===== src/lhrg_pkg.sv =====
package lhrg_pkg;

    localparam int FACTOR_BITS = 40;
    localparam int SUMSQ_BITS  = 11;
    localparam int VALUE_BITS  = 48;
    localparam int VW_BITS     = 32;
    localparam int EWS_BITS    = 36;
    localparam int CFG_DATA_BITS = 64;
    localparam int CFG_ADDR_BITS = 6;

    typedef logic t_alu_op;
    localparam t_alu_op ALU_ADD = 1'b0;
    localparam t_alu_op ALU_SUB = 1'b1;

    localparam logic [2:0] REG_MAX_FREQ    = 3'd0;
    localparam logic [2:0] REG_ROTOR_COUNT = 3'd1;
    localparam logic [2:0] REG_EDGE_COUNT  = 3'd2;
    localparam logic [2:0] REG_VERTEX_W    = 3'd3;
    localparam logic [2:0] REG_EDGE_W_SUM  = 3'd4;

endpackage


===== src/lhrg_alu.sv =====
module lhrg_alu
    import lhrg_pkg::*;
#(
    parameter int W = 41
) (
    input  logic [W-1:0] i_a,
    input  logic [W-1:0] i_b,
    input  t_alu_op      i_op,
    output logic [W-1:0] o_sum,
    output logic         o_borrow
);

    logic [W:0] w_res;

    always_comb begin
        unique case (i_op)
            ALU_SUB: w_res = {1'b0, i_a} - {1'b0, i_b};
            default: w_res = {1'b0, i_a} + {1'b0, i_b};
        endcase
    end

    assign o_sum    = w_res[W-1:0];
    assign o_borrow = (i_op == ALU_SUB) && w_res[W];

endmodule


===== src/lattice_hamiltonian_row_generator.sv =====
// Load transaction: no result.
// Row transaction: factor build over the nrot rotors, digit extraction by repeated subtraction,
// the diagonal, then each edge; range check, digit extraction and edge columns share one
// add/subtract unit; one row is worked on at a time.
// An out-of-range row gives its single result.
// Synchronous active-low reset resets control and configuration; the edge table is undefined.
module lattice_hamiltonian_row_generator
    import lhrg_pkg::*;
#(
    parameter int MAX_ROTORS     = 8,
    parameter int MAX_EDGES      = 16,
    parameter int ROW_INDEX_BITS = 40
) (
    input  logic                           i_clk,
    input  logic                           i_rst_n,
    input  logic                           i_s_axis_tvalid,
    output logic                           o_s_axis_tready,
    // edge_slot, rotor_a, rotor_b, edge_weight, row_index
    input  logic [((42+ROW_INDEX_BITS+7)/8)*8-1:0] i_s_axis_tdata,
    // kind
    input  logic                           i_s_axis_tuser,
    output logic                           o_m_axis_tvalid,
    input  logic                           i_m_axis_tready,
    // column_index, entry_value
    output logic [((ROW_INDEX_BITS+48+7)/8)*8-1:0] o_m_axis_tdata,
    output logic                           o_m_axis_tlast,
    // row_error
    output logic                           o_m_axis_tuser,
    input  logic                           psel,
    input  logic                           penable,
    input  logic                           pwrite,
    input  logic [CFG_ADDR_BITS-1:0]       paddr,
    input  logic [CFG_DATA_BITS-1:0]       pwdata,
    output logic [CFG_DATA_BITS-1:0]       prdata,
    output logic                           pready
);

    localparam int IW   = ROW_INDEX_BITS;
    localparam int AW   = ((IW > FACTOR_BITS) ? IW : FACTOR_BITS) + 1;
    localparam int EIW  = (MAX_EDGES > 1) ? $clog2(MAX_EDGES) : 1;
    localparam int EW   = $clog2(MAX_EDGES + 1);
    localparam int RIW  = (MAX_ROTORS > 1) ? $clog2(MAX_ROTORS) : 1;
    localparam int FIW  = $clog2(MAX_ROTORS + 1);
    localparam int ODW  = ((IW + 48 + 7) / 8) * 8;

    localparam logic [3:0] S_IDLE  = 4'd0;
    localparam logic [3:0] S_FACT  = 4'd1;
    localparam logic [3:0] S_CHECK = 4'd2;
    localparam logic [3:0] S_DIG   = 4'd3;
    localparam logic [3:0] S_MUL   = 4'd4;
    localparam logic [3:0] S_DIAG  = 4'd5;
    localparam logic [3:0] S_EDGE  = 4'd6;
    localparam logic [3:0] S_RDA   = 4'd7;
    localparam logic [3:0] S_RDB   = 4'd8;
    localparam logic [3:0] S_CHK   = 4'd9;
    localparam logic [3:0] S_COLA  = 4'd10;
    localparam logic [3:0] S_COLB  = 4'd11;
    localparam logic [3:0] S_PUSH  = 4'd12;
    localparam logic [3:0] S_FLUSH = 4'd13;

    logic [3:0]                r_state;
    logic [3:0]                r_cfg_mf;
    logic [3:0]                r_cfg_rc;
    logic [4:0]                r_cfg_ec;
    logic [VW_BITS-1:0]        r_cfg_vw;
    logic [EWS_BITS-1:0]       r_cfg_ews;

    logic [2:0]                r_tab_a [MAX_EDGES];
    logic [2:0]                r_tab_b [MAX_EDGES];
    logic [31:0]               r_tab_w [MAX_EDGES];

    logic [FACTOR_BITS-1:0]    r_factor [MAX_ROTORS+1];
    logic [4:0]                r_digit  [MAX_ROTORS];

    logic [3:0]                r_m;
    logic [4:0]                r_base;
    logic [3:0]                r_nrot;
    logic [EW-1:0]             r_nedge;
    logic [IW-1:0]             r_row;
    logic [AW-1:0]             r_rest;
    logic [AW-1:0]             r_acc;
    logic [3:0]                r_d;
    logic [4:0]                r_cnt;
    logic [SUMSQ_BITS-1:0]     r_sumsq;
    logic signed [43:0]        r_prod;
    logic [EW-1:0]             r_e;
    logic [2:0]                r_ra;
    logic [2:0]                r_rb;
    logic [31:0]               r_w;
    logic [4:0]                r_da;
    logic [4:0]                r_db;
    logic                      r_f;

    logic                      r_pend_v;
    logic [IW-1:0]             r_pend_col;
    logic [VALUE_BITS-1:0]     r_pend_val;

    logic                      r_out_v;
    logic [IW-1:0]             r_out_col;
    logic [VALUE_BITS-1:0]     r_out_val;
    logic                      r_out_last;
    logic                      r_out_err;

    logic                      w_in_acc;
    logic                      w_cfg_wr;
    logic [2:0]                w_cfg_idx;
    logic                      w_out_free;
    logic                      w_out_load;
    logic [FIW-1:0]            w_fidx;
    logic [FACTOR_BITS-1:0]    w_factor;
    logic [AW-1:0]             w_alu_a;
    logic [AW-1:0]             w_alu_b;
    t_alu_op                   w_alu_op;
    logic [AW-1:0]             w_alu_sum;
    logic                      w_alu_borrow;
    logic [4:0]                w_dsel;
    logic signed [5:0]         w_off;
    logic signed [11:0]        w_sq;
    logic [VALUE_BITS-1:0]     w_diag;
    logic [VALUE_BITS-1:0]     w_negw;
    logic                      w_nb_ok;
    logic [4:0]                w_top;
    logic [EIW-1:0]            w_eidx;
    logic [3:0]                w_in_m;
    logic [3:0]                w_in_nrot;
    logic [3:0]                w_slot;

    assign w_in_acc   = i_s_axis_tvalid && o_s_axis_tready;
    assign w_cfg_wr   = psel && penable && pwrite && pready;
    assign w_cfg_idx  = paddr[5:3];
    assign w_out_free = !r_out_v || i_m_axis_tready;
    assign w_out_load = w_out_free && (((r_state == S_CHECK) && !w_alu_borrow)
                                       || (r_state == S_PUSH) || (r_state == S_FLUSH));
    assign w_slot     = i_s_axis_tdata[3:0];
    assign w_eidx     = EIW'(r_e);

    assign o_s_axis_tready = (r_state == S_IDLE);
    assign pready          = 1'b1;

    always_comb begin
        unique case (w_cfg_idx)
            REG_MAX_FREQ:    prdata = CFG_DATA_BITS'(r_cfg_mf);
            REG_ROTOR_COUNT: prdata = CFG_DATA_BITS'(r_cfg_rc);
            REG_EDGE_COUNT:  prdata = CFG_DATA_BITS'(r_cfg_ec);
            REG_VERTEX_W:    prdata = CFG_DATA_BITS'(r_cfg_vw);
            REG_EDGE_W_SUM:  prdata = CFG_DATA_BITS'(r_cfg_ews);
            default:         prdata = '0;
        endcase
    end

    assign w_in_m = (r_cfg_mf == 4'd0) ? 4'd1 : r_cfg_mf;
    always_comb begin
        if (r_cfg_rc == 4'd0) begin
            w_in_nrot = 4'd1;
        end else if (32'(r_cfg_rc) > MAX_ROTORS) begin
            w_in_nrot = 4'(MAX_ROTORS);
        end else begin
            w_in_nrot = r_cfg_rc;
        end
    end

    always_comb begin
        unique case (r_state)
            S_CHECK: w_fidx = FIW'(r_nrot);
            S_COLA:  w_fidx = FIW'(r_ra);
            S_COLB:  w_fidx = FIW'(r_rb);
            default: w_fidx = FIW'(r_d);
        endcase
    end
    assign w_factor = r_factor[w_fidx];

    always_comb begin
        w_alu_b = AW'(w_factor);
        unique case (r_state)
            S_CHECK: begin
                w_alu_a  = AW'(r_row);
                w_alu_op = ALU_SUB;
            end
            S_DIG: begin
                w_alu_a  = r_rest;
                w_alu_op = ALU_SUB;
            end
            S_COLA: begin
                w_alu_a  = r_acc;
                w_alu_op = r_f ? ALU_SUB : ALU_ADD;
            end
            default: begin
                w_alu_a  = r_acc;
                w_alu_op = r_f ? ALU_ADD : ALU_SUB;
            end
        endcase
    end

    lhrg_alu #(.W(AW)) u_alu (
        .i_a      (w_alu_a),
        .i_b      (w_alu_b),
        .i_op     (w_alu_op),
        .o_sum    (w_alu_sum),
        .o_borrow (w_alu_borrow)
    );

    assign w_dsel = (r_state == S_RDA) ? r_digit[RIW'(r_ra)] : r_digit[RIW'(r_rb)];
    assign w_off  = $signed({1'b0, r_cnt}) - $signed({2'b00, r_m});
    assign w_sq   = w_off * w_off;
    assign w_diag = {{5{r_prod[43]}}, r_prod[43:1]}
                  + {{11{r_cfg_ews[EWS_BITS-1]}}, r_cfg_ews, 1'b0};
    assign w_negw = VALUE_BITS'(0) - {{16{r_w[31]}}, r_w};
    assign w_top  = {r_m, 1'b0};

    always_comb begin
        if (r_ra == r_rb) begin
            w_nb_ok = 1'b1;
        end else if (!r_f) begin
            w_nb_ok = (r_da < w_top) && (r_db != 5'd0);
        end else begin
            w_nb_ok = (r_da != 5'd0) && (r_db < w_top);
        end
    end

    always_ff @(posedge i_clk) begin
        if (w_in_acc && !i_s_axis_tuser && (32'(w_slot) < MAX_EDGES)) begin
            r_tab_a[EIW'(w_slot)] <= i_s_axis_tdata[6:4];
            r_tab_b[EIW'(w_slot)] <= i_s_axis_tdata[9:7];
            r_tab_w[EIW'(w_slot)] <= i_s_axis_tdata[41:10];
        end
    end

    always_ff @(posedge i_clk) begin
        if (!i_rst_n) begin
            r_cfg_mf  <= 4'd1;
            r_cfg_rc  <= 4'd1;
            r_cfg_ec  <= '0;
            r_cfg_vw  <= '0;
            r_cfg_ews <= '0;
        end else if (w_cfg_wr) begin
            unique case (w_cfg_idx)
                REG_MAX_FREQ:    r_cfg_mf  <= pwdata[3:0];
                REG_ROTOR_COUNT: r_cfg_rc  <= pwdata[3:0];
                REG_EDGE_COUNT:  r_cfg_ec  <= pwdata[4:0];
                REG_VERTEX_W:    r_cfg_vw  <= pwdata[VW_BITS-1:0];
                REG_EDGE_W_SUM:  r_cfg_ews <= pwdata[EWS_BITS-1:0];
                default: ;
            endcase
        end
    end

    always_ff @(posedge i_clk) begin
        if (!i_rst_n) begin
            r_out_v <= 1'b0;
        end else if (w_out_load) begin
            r_out_v <= 1'b1;
        end else if (i_m_axis_tready) begin
            r_out_v <= 1'b0;
        end
    end

    always_ff @(posedge i_clk) begin
        if (!i_rst_n) begin
            r_state  <= S_IDLE;
            r_pend_v <= 1'b0;
        end else begin
            unique case (r_state)
                S_IDLE: begin
                    if (w_in_acc && i_s_axis_tuser) begin
                        r_m         <= w_in_m;
                        r_base      <= {w_in_m, 1'b1};
                        r_nrot      <= w_in_nrot;
                        r_nedge     <= (32'(r_cfg_ec) > MAX_EDGES) ? EW'(MAX_EDGES)
                                                                   : EW'(r_cfg_ec);
                        r_row       <= i_s_axis_tdata[42+IW-1:42];
                        r_factor[0] <= FACTOR_BITS'(1);
                        r_d         <= 4'd0;
                        r_state     <= S_FACT;
                    end
                end
                S_FACT: begin
                    r_factor[FIW'(r_d + 4'd1)] <= FACTOR_BITS'(w_factor * r_base);
                    r_d <= r_d + 4'd1;
                    if (r_d + 4'd1 == r_nrot) begin
                        r_state <= S_CHECK;
                    end
                end
                S_CHECK: begin
                    if (!w_alu_borrow) begin
                        if (w_out_free) begin
                            r_out_col  <= r_row;
                            r_out_val  <= '0;
                            r_out_last <= 1'b1;
                            r_out_err  <= 1'b1;
                            r_state    <= S_IDLE;
                        end
                    end else begin
                        r_rest  <= AW'(r_row);
                        r_d     <= r_nrot - 4'd1;
                        r_cnt   <= '0;
                        r_sumsq <= '0;
                        r_state <= S_DIG;
                    end
                end
                S_DIG: begin
                    if (!w_alu_borrow) begin
                        r_rest <= w_alu_sum;
                        r_cnt  <= r_cnt + 5'd1;
                    end else begin
                        r_digit[RIW'(r_d)] <= r_cnt;
                        r_sumsq <= r_sumsq + SUMSQ_BITS'(w_sq);
                        r_cnt   <= '0;
                        if (r_d == 4'd0) begin
                            r_state <= S_MUL;
                        end else begin
                            r_d <= r_d - 4'd1;
                        end
                    end
                end
                S_MUL: begin
                    r_prod  <= $signed(r_cfg_vw) * $signed({1'b0, r_sumsq});
                    r_state <= S_DIAG;
                end
                S_DIAG: begin
                    r_pend_v   <= 1'b1;
                    r_pend_col <= r_row;
                    r_pend_val <= w_diag;
                    r_e        <= '0;
                    r_state    <= S_EDGE;
                end
                S_EDGE: begin
                    if (r_e == r_nedge) begin
                        r_state <= S_FLUSH;
                    end else if ((r_tab_a[w_eidx] >= 3'(r_nrot) && r_nrot != 4'd8)
                              || (r_tab_b[w_eidx] >= 3'(r_nrot) && r_nrot != 4'd8)) begin
                        r_e <= r_e + EW'(1);
                    end else begin
                        r_ra    <= r_tab_a[w_eidx];
                        r_rb    <= r_tab_b[w_eidx];
                        r_w     <= r_tab_w[w_eidx];
                        r_f     <= 1'b0;
                        r_state <= S_RDA;
                    end
                end
                S_RDA: begin
                    r_da    <= w_dsel;
                    r_state <= S_RDB;
                end
                S_RDB: begin
                    r_db    <= w_dsel;
                    r_state <= S_CHK;
                end
                S_CHK: begin
                    if (w_nb_ok) begin
                        r_acc   <= AW'(r_row);
                        r_state <= S_COLA;
                    end else if (!r_f) begin
                        r_f <= 1'b1;
                    end else begin
                        r_e     <= r_e + EW'(1);
                        r_state <= S_EDGE;
                    end
                end
                S_COLA: begin
                    r_acc   <= w_alu_sum;
                    r_state <= S_COLB;
                end
                S_COLB: begin
                    r_acc   <= w_alu_sum;
                    r_state <= S_PUSH;
                end
                S_PUSH: begin
                    if (w_out_free) begin
                        r_out_col  <= r_pend_col;
                        r_out_val  <= r_pend_val;
                        r_out_last <= 1'b0;
                        r_out_err  <= 1'b0;
                        r_pend_col <= r_acc[IW-1:0];
                        r_pend_val <= w_negw;
                        if (!r_f) begin
                            r_f     <= 1'b1;
                            r_state <= S_CHK;
                        end else begin
                            r_e     <= r_e + EW'(1);
                            r_state <= S_EDGE;
                        end
                    end
                end
                S_FLUSH: begin
                    if (w_out_free) begin
                        r_out_col  <= r_pend_col;
                        r_out_val  <= r_pend_val;
                        r_out_last <= 1'b1;
                        r_out_err  <= 1'b0;
                        r_pend_v   <= 1'b0;
                        r_state    <= S_IDLE;
                    end
                end
                default: r_state <= S_IDLE;
            endcase
        end
    end

    assign o_m_axis_tvalid = r_out_v;
    assign o_m_axis_tdata  = ODW'({r_out_val, r_out_col});
    assign o_m_axis_tlast  = r_out_last;
    assign o_m_axis_tuser  = r_out_err;

    a_ready_no_pending: assert property (@(posedge i_clk) disable iff (!i_rst_n)
        o_s_axis_tready |-> !r_pend_v)
        else $error("input ready while a result is still pending");

    a_error_is_last: assert property (@(posedge i_clk) disable iff (!i_rst_n)
        r_out_v && r_out_err |-> r_out_last)
        else $error("row error result without last");

    a_row_blocks_input: assert property (@(posedge i_clk) disable iff (!i_rst_n)
        w_in_acc && i_s_axis_tuser |=> !o_s_axis_tready)
        else $error("ready right after a row transaction");

endmodule

===== config.mk =====
export PLATFORM = sky130hd
export DESIGN_NAME = lattice_hamiltonian_row_generator
export DESIGN_NICKNAME = d
export VERILOG_FILES = /design/src/lhrg_pkg.sv /design/src/lhrg_alu.sv /design/src/lattice_hamiltonian_row_generator.sv
export SDC_FILE = /design/constraint.sdc
export NUM_CORES = 2
export LEC_CHECK = 0
export ABC_AREA = 1
export BUFFER_PORTS_ARGS = -buffer_cell sky130_fd_sc_hd__buf_2
export CAP_MARGIN = 20
export CORE_AREA = 2 2 504 506
export CTS_CLUSTER_SIZE = 20
export DETAILED_ROUTE_END_ITERATION = 6
export DIE_AREA = 0 0 506 508
export PLACE_DENSITY_LB_ADDON = 0.3
export SLEW_MARGIN = 0
export SYNTH_ARGS = -nofsm -noshare
export SYNTH_HDL_FRONTEND = slang
export SYNTH_SLANG_ARGS = --single-unit
export TNS_END_PERCENT = 10

===== constraint.sdc =====
create_clock -name i_clk -period 11.76 [get_ports i_clk]
set_clock_uncertainty 0.15 [all_clocks]
set_input_delay 1.764 -clock i_clk [delete_from_list [all_inputs] [get_ports i_clk]]
set_output_delay 1.764 -clock i_clk [all_outputs]
set_load 0.01 [all_outputs]

## After elaboration in Yosys (flattened, before gate mapping)

Memory sizes are Yosys's and may differ from the RTL's. A register that Yosys moved wholly into a read port is not among the register bits.
Index checks and enable logic that the tools add are counted.

| cells by class | value |
|---|---|
| order comparisons | 6 |
| equality and inequality tests | 39 |
| shifts and indexed selects | 0 |
| reduce and logical (&&, ||, !) cells | 61 |
| bitwise gates (word level) | 2 |
| multiply operators | 3 |
| add/sub/neg operators | 11 |
| div/mod/pow operators | 0 |
| multiplexer cells | 91 |

Operator list:

| operator | number |
|---|---|
| 41-bit one-hot mux with 2 select lines | 3 |
| 40-bit 2-to-1 mux | 5 |
| 48-bit 2-to-1 mux | 4 |
| 48-bit one-hot mux with 2 select lines | 2 |
| 36-bit one-hot mux with 5 select lines | 1 |
| 40-bit one-hot mux with 2 select lines | 2 |
| 41-bit 2-to-1 mux | 3 |
| 4-bit 2-to-1 mux | 20 |
| 4-bit one-hot mux with 14 select lines | 1 |
| 43-bit by 37-bit adder with 44-bit output | 1 |
| 32-bit by 12-bit multiplier with 44-bit output | 1 |
| 41-bit by 40-bit adder with 42-bit output | 1 |
| 42-bit 2-to-1 mux | 1 |
| 41-bit by 40-bit subtractor with 42-bit output | 1 |
| 40-bit by 5-bit multiplier with 40-bit output | 1 |
| 5-bit 2-to-1 mux | 8 |
| 40-bit OR reduction | 1 |
| 1-bit by 32-bit subtractor with 33-bit output, first input constant | 1 |
| 1-bit 2-to-1 mux | 28 |
| 2-bit inequality test, second input constant | 14 |
| 4-bit == test, second input constant | 6 |
| 11-bit 2-to-1 mux | 2 |
| 11-bit one-hot mux with 2 select lines | 1 |
| 5-bit one-hot mux with 4 select lines | 1 |
| 45 further kinds | 104 |

| word-level totals | value |
|---|---|
| bits in latches | 0 |
| output and inout port bits | 157 |
| memories | 5 |
| input bits | 166 |
| memory bits (read-only) | 0 |
| memory bits (writable) | 1008 |
| flip-flop bits (word level) | 485 |
| word-level logic and storage cells | 248 |

Memories:

| name | words | width | read ports | clocked after Yosys merged registers in | write ports | line | RTL |
|---|---|---|---|---|---|---|---|
| r_tab_w | 16 | 32 | 1 | 1 | 1 | lattice_hamiltonian_row_generator.sv:70 | `logic [31:0] r_tab_w [MAX_EDGES];` |
| r_factor | 9 | 40 | 1 | 0 | 1 | lattice_hamiltonian_row_generator.sv:72 | `logic [FACTOR_BITS-1:0] r_factor [MAX_ROTORS+1];` |
| r_tab_a | 16 | 3 | 1 | 1 | 1 | lattice_hamiltonian_row_generator.sv:68 | `logic [2:0] r_tab_a [MAX_EDGES];` |
| r_tab_b | 16 | 3 | 1 | 1 | 1 | lattice_hamiltonian_row_generator.sv:69 | `logic [2:0] r_tab_b [MAX_EDGES];` |
| r_digit | 8 | 5 | 2 | 2 | 1 | lattice_hamiltonian_row_generator.sv:73 | `logic [4:0] r_digit [MAX_ROTORS];` |

## Depth between registers and ports, before layout

An unclocked memory read counts as a cell.

| depth | value |
|---|---|
| depth after elaboration | 12 |
| gate-level depth with buffers | 42 |

## By module

A second synthesis with hierarchy kept.

| unflattened totals | value |
|---|---|
| cell total of the unflattened synthesis | 8865 |
| area total of the unflattened synthesis | 87233.7 um^2 |

Modules (own cells, without submodules):

| module | times used | area an instance (um^2) | sequential area each (um^2) | cells an instance |
|---|---|---|---|---|
| lattice_hamiltonian_row_generator | 1 | 82704.3 | 44863.0 | 7934 |
| lhrg_alu | 1 | 4529.3 | 0.0 | 931 |

## Least setup slack after synthesis

No wires, ideal clock.

| timing | value |
|---|---|
| path kind | register to register |
| start point | reg r_state[1] |
| end point | reg r_out_err (netlist: o_m_axis_tuser), enable pin |
| cell stages (with the launch flop) | 38 |
| setup time | 0.633 ns |
| buffers on the path | 3 |
| clock period less this slack | 10.729 ns |
| data required time | 10.977 ns |
| data arrival time | 9.945 ns |
| path slack | 1.031 ns |
| path through | dfxtp_1 buf_4 inv_2 nor2_2 nand2_2 nand2_4 nor2_1 o21bai_1 buf_2 buf_4 o211ai_1 nand3_1 nand3_1 nand2_1 inv_2 ha_1 nand3_1 nor2_4 (+2 left out) nand3_1 nand2_1 inv_1 ha_1 nand2_1 nor2_1 inv_1 nor3_1 nand3b_1 nand3_1 nand2_1 nand2_1 nor2_1 inv_1 nand2_1 nand2_1 inv_1 nor3_1 |

| on the way | value |
|---|---|
| word-level cells in the longest chain between the ends | 8 |

RTL lines:

| what | line | RTL |
|---|---|---|
| start, declared | lattice_hamiltonian_row_generator.sv:61 | `logic [3:0] r_state;` |
| start signal, assigned | lattice_hamiltonian_row_generator.sv:259 | `r_state <= S_IDLE;` |
| start signal, assigned | lattice_hamiltonian_row_generator.sv:273 | `r_state <= S_FACT;` |
| start signal, assigned | lattice_hamiltonian_row_generator.sv:280 | `r_state <= S_CHECK;` |
| 4-bit == test, or another cell as far along | lattice_hamiltonian_row_generator.sv:163 | `unique case (r_state)` |
| 4-bit one-hot mux with 3 select lines | lattice_hamiltonian_row_generator.sv:163 |  |
| memory 9 x 40 bit | - |  |
| 41-bit by 40-bit adder with 42-bit output / 41-bit by 40-bit subtractor with 42-bit output (equally long branches) | lhrg_alu.sv:18, lhrg_alu.sv:17 |  |
| 42-bit 2-to-1 mux | lhrg_alu.sv:16 | `unique case (i_op)` |
| 1-bit logical AND | lhrg_alu.sv:23 | `assign o_borrow = (i_op == ALU_SUB) && w_res[W];` |
| 2-bit inequality test (no source line) | - |  |
| 5-bit AND reduction (no source line) (*) | - |  |
| end signal, assigned | lattice_hamiltonian_row_generator.sv:289 | `r_out_err <= 1'b1;` |
| end signal, assigned | lattice_hamiltonian_row_generator.sv:372 | `r_out_err <= 1'b0;` |
| end signal, assigned | lattice_hamiltonian_row_generator.sv:389 | `r_out_err <= 1'b0;` |
| end, declared | lattice_hamiltonian_row_generator.sv:102 | `logic r_out_err;` |

Mark *: on every way between the ends. The rest lies on a longest branch, timed or not.
A chain may end at the register's enable or synchronous reset.

## Worst setup path after layout

| timing | value |
|---|---|
| start point | reg r_state[1] |
| end point | mem r_factor[0][30], data pin |

| on the way | value |
|---|---|
| word-level cells in the longest chain between the ends | 6 |

RTL lines:

| what | line |
|---|---|
| parallel branches: the longest is 5 deep, another holds memory 9 x 40 bit | - |
| 40-bit 2-to-1 mux (no source line) (*) | - |
| end, declared | lattice_hamiltonian_row_generator.sv:72 |

Mark *: on every way between the ends.

==> results.toml <==
[synth]
synthCells = 8937
yosys_warnings = 0
post_synth.cell_area_avg_um2 = 9.808
synth_area_mm2 = 0.08765
synth-async-reset-ratio = 0
yosysSeqAreaShare = 0.5118
synth_cell_types = 61
ys_seq_elements = 1526
ys.flop_type = "edfxtp_1"
synth_edf_count = 1430

[cells_and_area]
mostFrequentLayoutCells = "1,687 x nand2_1, 1,430 x edfxtp_1, 1,324 x inv_1"
fin_cells = 12600
multiInputGateArea_mm2 = 0.03629
final-seq-area_mm2 = 0.04486
nFillCells = 24760
drive_gt1_frac = 0.07973
area_delta_synth_final_pct = 12.08
layout.nets = 9946
final_common_cell = "nand2_1"

[critical_path]
cp_max_fo = 26
cp_data_required_time_ns = 12.11
worst_setup_path_start_kind = "register"
crit_arrival_ns = 9.74
crit_slowest_cell = "inv_1"
crit_type = "reg2reg"
endpoint_kind = "register"
cp_slowest_stage_delay_ns = 0.60

[die]
die_w_um = 506
rows = 185
die-area_mm2 = 0.2570
core_area_mm2 = 0.2523
initial_core_util = 0.3474
die_h_um = 508
io_pins = 323

[power]
p_comb_frac = 0.464
switchingPower_w = 0.009387
p_total_w = 0.02208
vdd_ir_drop_max_v = 0.0003301
power.clock.fraction = 0.242
intPower_w = 0.01269
netSwitchingFraction = 0.4251
seqPwrFrac = 0.294
p_per_area_mw_per_mm2 = 224.8
power.leakage_nw = 40.80

[grt]
antenna_found_initial = 44
grt_pass1_wl_um = 395000
grt_overflow = 0
grt_use_total = 0.2013
grt_pass1_vias = 62950
grt_max_degree = 193

[timing]
min_period_over_period = 0.7984
worstMarginPinSlew_ns = 1.123
report.final.hold_viol_count = 0
fmax_ghz = 0.1065
max_slew_margin = 0.2434
period_needed_ns = 9.389
finalMaxSlewViolations = 0
rsz0062_at_grt = "false"
setup_viol = 0
tns_ns = 0

[clock_tree]
cts.repair.resized = 0
clk_pin_slew_ns = 0.06
hold_buffers = 0
insertion_delay_ns = 0.85
cts_buffer_depth = 3
cts_max_level = 4
postCtsSetupBuffers = 0
clock_sinks = 1526
cts_tree = "done"
numCtsBuffers = 165
root_buffer = "clkbuf_16"

[worst_hold_path]
min_path_type = "reg2reg"

[routing]
drc = 0
first_pass_iters = 5
dr_total_vias = 64440
dr.first_iter.drc_count = 5926
ant_nets = 0
vias_per_cell = 5.113
post_drt_wl_per_cell_um = 21.00
drt_wl_total_um = 264700

[placement]
placed_cells = 12280
port_buffers = 256
gp_congestion = 0.9381
dp_hpwl_um = 178200

[outcome]
status = "complete, no violations"

[run]
drv_cap = 0
-- cell families after synthesis --
kind of cell,Yosys count,share of synthesized area
AOI/OAI and AO/OA,1455,0.09426
adders and majority gates,703,0.1380
DFF,1526,0.5118
xor gates and xnor gates,167,0.01669
buffers and inverters,1776,0.07893
other,2,0.00008568
and+or+nand+nor,3279,0.1569
muxes,29,0.003312
-- final timing paths --
| path | from | end | slack [ns] | depth (start not counted) |
|---|---|---|---|---|
| max | r_state[1] | r_factor[0][30] | 2.37 | 35 |
| max reg2reg | r_state[1] | r_factor[0][30] | 2.37 | 35 |
| min reg2reg | r_cfg_ec[4] | r_nedge[4] | 0.30 | 0 |
| min | r_cfg_ec[4] | r_nedge[4] | 0.30 | 0 |
-- power by group through the flow --
stage | clock [W] | sequential, W | combinational [W]
final | 0.00535 | 0.00649 | 0.0102
after global routing | 0.00566 | 0.00650 | 0.0114
after CTS | 0.00544 | 0.00649 | 0.0102
after detailed placement | 0 | 0.00660 | 0.0102
after global placement | 0 | 0.00660 | 0.0101
after floorplan | 0 | 0.00658 | 0.00715
-- state kept, by name, summed over array words and instances, names as in the netlist, 41 cells and up, named ones only --
signal	cells
r_tab_b	48
r_tab_w	512
r_rest	41
r_pend_val	44
r_out_val	44
r_factor	360
r_prod	43
r_tab_a	48
r_acc	41
-- final cells by class --
class,count,area share
diodes,16,0.0004076
inverters,1351,0.05168
well taps,3366,0.04287
repair buffers,371,0.02214
multi-input cells,5662,0.3694
flip-flops and latches,1526,0.4567
clock inverters,105,0.01228
clock buffers,204,0.04456
-- routing by layer --
layer | vias to the layer above | share of wire | global-route usage
li1 | 30050 | - | -
met2 | 2051 | 0.46 | 0.3246
met1 | 31880 | 0.43 | 0.2739
met4 | 32 | 0.033 | 0.06609
met3 | 419 | 0.068 | 0.03615
met5 | - | 0.00076 | 0
-- stage by stage --
stage / hold WS [ns] / area (µm²) / util / setup slack (ns)
2_1_floorplan: 0.2987 / 87750 / - / 1.031
3_3_place_gp: 0.2811 / 92600 / 0.3670 / 2.547
6_report: 0.2982 / 98240 / 0.3894 / 2.371
3_5_place_dp: 0.2817 / 92620 / 0.3671 / 2.432
5_1_grt: 0.3095 / 98220 / 0.3893 / 1.836
4_1_cts: 0.2969 / 98200 / 0.3892 / 2.365
-- synthesized netlist by cell type (63+ instances only) --
master,number,area (µm²)
nand3_1,478,2392
nand2_1,1689,6340
o21ai_0,618,3093
dfxtp_1,96,1922
a21oi_1,439,2197
fa_1,439,8788
clkbuf_1,321,1205
xor2_1,108,945.9
ha_1,264,3303
edfxtp_1,1430,42940
o22ai_1,76,475.5
nand3b_1,121,908.4
inv_1,1329,4989
nor3_1,63,315.3
nor2_1,817,3067
-- critical path, delay by kind of cell (launching register included) --
family,cells,cell delay (ns)
AO/OA/AOI/OAI,8,1.62
adder cells (fa/ha/maj),4,1.98
buffers and inverters,8,2.35
flip-flops,1,0.56
AND/OR/NAND/NOR,15,2.38
No activity file was read; power rests on OpenSTA's default activity.
